<file path="src/hdl/vpsa_pkg.sv">
// Package: shared types, constants and helpers of the voxel statistics accumulator.
package vpsa_pkg;

   localparam int unsigned VOXEL_COUNT_DEF = 65536;
   localparam int unsigned CSR_IDX_W = 3;
   localparam int unsigned CSR_DATA_W = 32;
   localparam int unsigned GRID_W = 11;
   localparam int unsigned COORD_W = 32;
   localparam int unsigned SUM_W = 64;
   localparam int unsigned CNT_W = 32;
   localparam int unsigned PROD_N = 6;
   localparam int unsigned FQ_DEPTH = 4;
   localparam int unsigned FQ_IDX_W = 2;

   typedef enum logic [CSR_IDX_W-1:0] {
      CSR_ORIGIN_X = 3'd0,
      CSR_ORIGIN_Y = 3'd1,
      CSR_ORIGIN_Z = 3'd2,
      CSR_INV_RES  = 3'd3,
      CSR_GRID_W   = 3'd4,
      CSR_GRID_H   = 3'd5
   } csr_idx_type;

   typedef struct packed {
      logic signed [31:0] point_x;
      logic signed [31:0] point_y;
      logic signed [31:0] point_z;
   } req_type;

   typedef struct packed {
      logic [15:0]        voxel_index;
      logic               out_of_grid;
      logic [31:0]        point_count;
      logic signed [63:0] sum_x;
      logic signed [63:0] sum_y;
      logic signed [63:0] sum_z;
      logic signed [63:0] sum_xx;
      logic signed [63:0] sum_xy;
      logic signed [63:0] sum_xz;
      logic signed [63:0] sum_yy;
      logic signed [63:0] sum_yz;
      logic signed [63:0] sum_zz;
   } rsp_type;

   typedef struct packed {
      logic signed [31:0] origin_x;
      logic signed [31:0] origin_y;
      logic signed [31:0] origin_z;
      logic [31:0]        inv_res;
      logic [10:0]        grid_w;
      logic [10:0]        grid_h;
   } cfg_type;

   typedef enum logic [2:0] {
      BK_CLEAR, BK_IDLE, BK_READ, BK_MUL, BK_ADD, BK_WRITE, BK_OUT
   } bk_state_type;

   function automatic logic signed [63:0] sat_add(input logic signed [63:0] a,
                                                  input logic signed [63:0] b);
      logic signed [63:0] s;
      s = a + b;
      if (a[63] == b[63] && s[63] != a[63]) begin
         s = a[63] ? {1'b1, 63'd0} : {1'b0, {63{1'b1}}};
      end
      return s;
   endfunction

endpackage

</file>
<file path="src/hdl/vpsa_queue.sv">
// Short queue carrying classified points from the front end to the back end.
module vpsa_queue #(
   parameter int unsigned W = 8
) (
   input  logic         clock,
   input  logic         reset,
   input  logic         in_valid,
   output logic         in_stall,
   input  logic [W-1:0] in_data,
   output logic         out_valid,
   input  logic         out_pop,
   output logic [W-1:0] out_data
);
   logic [W-1:0]                    mem_ff [vpsa_pkg::FQ_DEPTH];
   logic [vpsa_pkg::FQ_IDX_W-1:0]   wp_ff, rp_ff;
   logic [vpsa_pkg::FQ_IDX_W:0]     cnt_ff;
   logic                            push, pop;

   assign in_stall  = (cnt_ff == (vpsa_pkg::FQ_IDX_W+1)'(vpsa_pkg::FQ_DEPTH));
   assign push      = in_valid && !in_stall;
   assign out_valid = (cnt_ff != '0);
   assign pop       = out_pop && out_valid;
   assign out_data  = mem_ff[rp_ff];

   always_ff @(posedge clock) begin
      if (reset) begin
         wp_ff <= '0; rp_ff <= '0; cnt_ff <= '0;
      end else begin
         if (push) wp_ff <= wp_ff + 1'b1;
         if (pop) rp_ff <= rp_ff + 1'b1;
         cnt_ff <= cnt_ff + (push ? 1'b1 : 1'b0) - (pop ? 1'b1 : 1'b0);
      end
   end

   always_ff @(posedge clock) begin
      if (push) mem_ff[wp_ff] <= in_data;
   end
endmodule

</file>
<file path="config.mk">
export PLATFORM = sky130hd
export DESIGN_NAME = vpsa_queue
export DESIGN_NICKNAME = d
export VERILOG_FILES = /design/src/hdl/vpsa_pkg.sv /design/src/hdl/vpsa_queue.sv
export SDC_FILE = /design/constraint.sdc
export NUM_CORES = 1
export LEC_CHECK = 0
export ABC_AREA = 1
export BUFFER_PORTS_ARGS = -buffer_cell sky130_fd_sc_hd__buf_4
export CAP_MARGIN = 20
export CORE_AREA = 2 2 73 75
export CTS_CLUSTER_DIAMETER = 30
export DETAILED_ROUTE_END_ITERATION = 8
export DIE_AREA = 0 0 75 77
export HOLD_SLACK_MARGIN = 0.08
export MAX_ROUTING_LAYER = met4
export PLACE_DENSITY_LB_ADDON = 0.3
export SYNTH_ARGS = -nofsm -noshare
export SYNTH_HDL_FRONTEND = slang
export SYNTH_SLANG_ARGS = --single-unit
</file>
<file path="constraint.sdc">
create_clock -name clock -period 3.8 [get_ports clock]
set_input_delay 0.76 -clock clock [delete_from_list [all_inputs] [get_ports clock]]
set_output_delay 0.76 -clock clock [all_outputs]
set_load 0.03 [all_outputs]
</file>
[Word level (Yosys, flattened, before mapping)]
Memory sizes are Yosys's and may differ from the RTL's. A register that Yosys moved wholly into a read port is not among the register bits.
Index checks and enable logic that the tools add are counted.
Cells by class
  eq/ne operators: 1
  multiplexer cells: 6
  reduce and logical (&&, ||, !) cells: 4
  add/sub/neg operators: 4
Operators by type and width (count)
  $add 2x1->2 const B: 2
  $mux 1: 4
  $mux 2: 2
  $add 3x1->3: 1
  $eq 3x3->1 const B: 1
  $reduce_bool 3->1: 1
  $sub 3x1->3: 1
  $logic_and 1x1->1: 2
  $logic_not 1->1: 1
Storage, ports and cells
  bits in registers: 7
  memories: 1
  memory bits (writable): 32
Memories
  mem_ff: words 4, bits a word 8, rd ports 1, clocked after memory_dff 1, wr ports 1, line vpsa_queue.sv:14  | logic [W-1:0] mem_ff [vpsa_pkg::FQ_DEPTH];

[Longest topological paths before layout]
  depth in word-level cells: 6
  mapped depth: 10
  depth with buffers taken out: 10

[Worst setup path after synthesis]
Ideal clock, no wire load.
  kind: input port to flip-flop
  from: input port out_pop
  to: register cnt_ff[2] in the netlist's numbering
  library setup time: 0.117 ns
  data required time: 3.683 ns
  arrival: 1.923 ns
  slack: 1.760 ns
  path buffers: 0
  stages on the path: 8
  cell sequence: a21boi_0 > ha_1 > inv_1 > ha_1 > inv_1 > fa_1 > o21ai_0 > nor2_1
On the way
  longest elaborated chain between the ends: 3
Ends and longest elaborated chain
  start, declared: line vpsa_queue.sv:11  | input logic out_pop,
  $logic_and 1x1->1: line vpsa_queue.sv:22  | assign pop = out_pop && out_valid;
  $mux 1: line vpsa_queue.sv:31  | cnt_ff <= cnt_ff + (push ? 1'b1 : 1'b0) - (pop ? 1'b1 : 1'b0);
  $sub 3x1->3: line vpsa_queue.sv:31
  end signal, assigned: line vpsa_queue.sv:31
  end, declared: line vpsa_queue.sv:16  | logic [vpsa_pkg::FQ_IDX_W:0] cnt_ff;
No other way between the ends.
A chain may end at the register's enable or synchronous reset.

==> insert_results.sql <==
INSERT INTO impl_metrics (metric_group, metric, value, unit) VALUES
('logic_synthesis', 'postSynth.asyncResetShare', '0', '%'),
('grt', 'antenna_violations_before_repair', '0', ''),
('worst_hold_path', 'worst_hold_path_type', 'reg -> reg', ''),
('route', 'first_pass_iteration_count_of_the_detailed_router', '4', ''),
('timing', 'final_critical_period', '2.53', 'ns'),
('cells_and_area', 'design_area', '1990', 'um^2'),
('critical_path', 'cp_peak_stage_delay', '0.69', 'ns'),
('timing', 'count_of_final_max_slew_check_failures', '0', ''),
('route', 'detail_route.drc_violations', '0', ''),
('status', 'outcome', 'completed', ''),
('route', 'routed_wire_length_per_instance', '12.9', 'um'),
('clocking', 'htree_levels', '2', ''),
('cells_and_area', 'layout-area-overhead-vs-synth', '18.6', '%'),
('logic_synthesis', 'ys_types', '18', ''),
('floorplan', 'placementRows', '26', ''),
('critical_path', 'cp_data_required_time', '3.04', 'ns'),
('grt', 'grt_pass1_wl', '4930', 'um'),
('floorplan', 'die_height', '77', 'um'),
('pwr', 'p_leak', '0.773', 'nW'),
('route', 'first_iter_violations', '88', ''),
('route', 'drt-vias-per-instance', '4.52', ''),
('clocking', 'post_cts_setup_buffer_count', '0', ''),
('clocking', 'cts_root_buffer', 'sky130_fd_sc_hd__clkbuf_8', ''),
('placement', 'placed_area', '1900', 'um^2'),
('timing', 'finalSetupViolCount', '0', ''),
('timing', 'fin_worst_skew', '0.00600', 'ns'),
('grt', 'overflow', '0', ''),
('logic_synthesis', 'synth-edff-count', '32', ''),
('logic_synthesis', 'synth_most_common_cell', 'sky130_fd_sc_hd__edfxtp_1', ''),
('cells_and_area', 'fillerInstances', '498', ''),
('clocking', 'tritoncts_num_sinks', '41', ''),
('cells_and_area', 'final_cell_count_no_fill', '239', ''),
('timing', 'grt_setup_unrepaired', 'no', ''),
('logic_synthesis', 'syn_inst', '142', ''),
('timing', 'fin_setup_tns', '0', 'ns'),
('clocking', 'worst_path_clk_slew', '0.07', 'ns'),
('critical_path', 'cells_along_the_critical_path', 'inv_2 > o21ai_0 > o22ai_1 > buf_4', ''),
('floorplan', 'fp.coreArea', '4980', 'um^2'),
('clocking', 'postCtsHoldBufs', '0', ''),
('placement', 'placed_cells_incl_taps', '231', ''),
('logic_synthesis', 'share_of_the_yosys_chip_area_belonging_to_registers', '67.9', '%'),
('placement', 'portBuffers', '21', ''),
('timing', 'max_freq', '396', 'MHz'),
('logic_synthesis', 'yosys-top-cells-area', 'sky130_fd_sc_hd__edfxtp_1 (57%), sky130_fd_sc_hd__dfxtp_1 (11%), sky130_fd_sc_hd__nor2_1 (6.3%), sky130_fd_sc_hd__ha_1 (4.5%), sky130_fd_sc_hd__o21ai_0 (3.9%)', ''),
('clocking', 'max_clock_buf_depth', '2', ''),
('grt', 'grt_max_degree', '18', ''),
('cells_and_area', 'n_antenna_cell', '0', ''),
('logic_synthesis', 'synth-main-ff-cell', 'sky130_fd_sc_hd__edfxtp_1', ''),
('timing', 'final_worst_hold_slack', '0.529', 'ns'),
('clocking', 'clock_tree_from_tritoncts', 'built', ''),
('placement', 'gp_congestion', '0.750', ''),
('critical_path', 'cp-end-kind', 'primary output', ''),
('placement', 'place_hpwl', '2100', 'um'),
('timing', 'slew_headroom', '43.0', '%'),
('logic_synthesis', 'syn-cell-area', '1680', 'um^2'),
('clocking', 'cts_repair_resize_count', '0', ''),
('critical_path', 'crit_type', 'reg -> out', ''),
('logic_synthesis', 'netlist.top_cell.by_area', 'sky130_fd_sc_hd__edfxtp_1', ''),
('clocking', 'insertion_delay', '0.29', 'ns'),
('logic_synthesis', 'mappedNetlistNets', '161', ''),
('pwr', 'power_density', '677', 'nW/um^2'),
('critical_path', 'arrival_time_at_the_worst_endpoint', '1.77', 'ns'),
('grt', 'grt_pass1_vias', '1109', ''),
('route', 'route.final.wire_length', '3090', 'um'),
('timing', 'hold_viol', '0', ''),
('logic_synthesis', 'netlist.area_leader.share', '57.2', '%'),
('floorplan', 'die-area', '5780', 'um^2'),
('timing', 'share_of_the_clock_period_used_by_the_worst_path_after_layout', '66.5', '%'),
('grt', 'gr-usage-all-layers', '11.8', '%'),
('route', 'vias', '1080', ''),
('clocking', 'cts_buffers', '5', '');
==> power breakdown <==
part	total [mW]	leakage (nW)	internal [mW]	switching, mW
Combinational	0.461	0.360	0.161	0.300
Clock	0.283	0.0455	0.148	0.135
Sequential	0.606	0.367	0.554	0.0524
Total	1.35	0.773	0.862	0.487
==> cell usage in the layout, fill, tap and decap left out <==
cell type,synthesis,routed
sky130_fd_sc_hd__edfxtp_1,32,32
sky130_fd_sc_hd__nor2_1,28,28
sky130_fd_sc_hd__buf_4,0,21
sky130_fd_sc_hd__inv_1,16,16
sky130_fd_sc_hd__o21ai_0,13,13
sky130_fd_sc_hd__nand2_1,10,10
sky130_fd_sc_hd__dfxtp_1,9,9
sky130_fd_sc_hd__o22ai_1,8,8
sky130_fd_sc_hd__ha_1,6,6
sky130_fd_sc_hd__clkbuf_8,0,6
sky130_fd_sc_hd__a21oi_1,4,4
sky130_fd_sc_hd__o21ai_2,3,3
sky130_fd_sc_hd__nand3_1,3,3
sky130_fd_sc_hd__a21boi_0,2,2
sky130_fd_sc_hd__nand2_2,2,2
sky130_fd_sc_hd__clkbuf_1,0,2
sky130_fd_sc_hd__nor2_2,1,1
sky130_fd_sc_hd__inv_2,1,1
sky130_fd_sc_hd__o21ai_1,1,1
sky130_fd_sc_hd__fa_1,1,1
==> kinds of logic (layout without fill, tap and decap cells) <==
logic type | after synthesis | after routing | share of synthesized area [%]
and+or+nand+nor | 44 | 44 | 10.5
DFF | 41 | 41 | 67.9
AOI/OAI and AO/OA | 31 | 31 | 10.8
buffers and inverters | 19 | 46 | 5.14
adders and majority gates | 7 | 7 | 5.66
==> metal layers <==
| metal | global-route usage [%] | routed length [um] | vias up |
|---|---|---|---|
| met4 | 4.82 | 18 | 0 |
| met3 | 3.55 | 163 | 2 |
| met5 | - | 0 | - |
| met1 | 14.2 | 1380 | 514 |
| met2 | 18.2 | 1530 | 27 |
| li1 | - | - | 537 |
==> worst paths after layout <==
check | start | end | slack, ns | cells after the start
max | flip-flop | out_data[0] | 1.27 | 4
min | rp_ff[0] | rp_ff[0] | 0.53 | 2
max reg2reg | cnt_ff[1] | cnt_ff[2] | 1.73 | 10
min reg2reg | rp_ff[0] | rp_ff[0] | 0.53 | 2
==> metrics by stage <==
step	util (%)	total power [mW]
finish	40.0	1.35
global route	40.0	1.45
CTS	40.0	1.37
detailed placement	38.2	1.08
global placement	38.2	1.05
floorplan	-	0.928
==> registers in the layout (all words and copies together) (netlist names), named ones only <==
| name | count |
|---|---|
| wp_ff | 2 |
| cnt_ff | 3 |
| mem_ff | 32 |
| rp_ff | 2 |
==> cell type report <==
cell class	count	area [um^2]	share of cell area (%)
sequential	41	1140	57.3
multi-input combinational	82	453	22.7
timing repair buffer	21	158	7.91
clock buffer	8	90.1	4.52
tap	70	87.6	4.39
inverter	17	63.8	3.20
==> worst max-delay path, delay by kind of cell (launching register included) <==
family          cells  cell delay (ns)
flops               1             0.69
compound gates      2             0.34
buf+inv             2             0.45
Power figures use the tool's default switching activity.
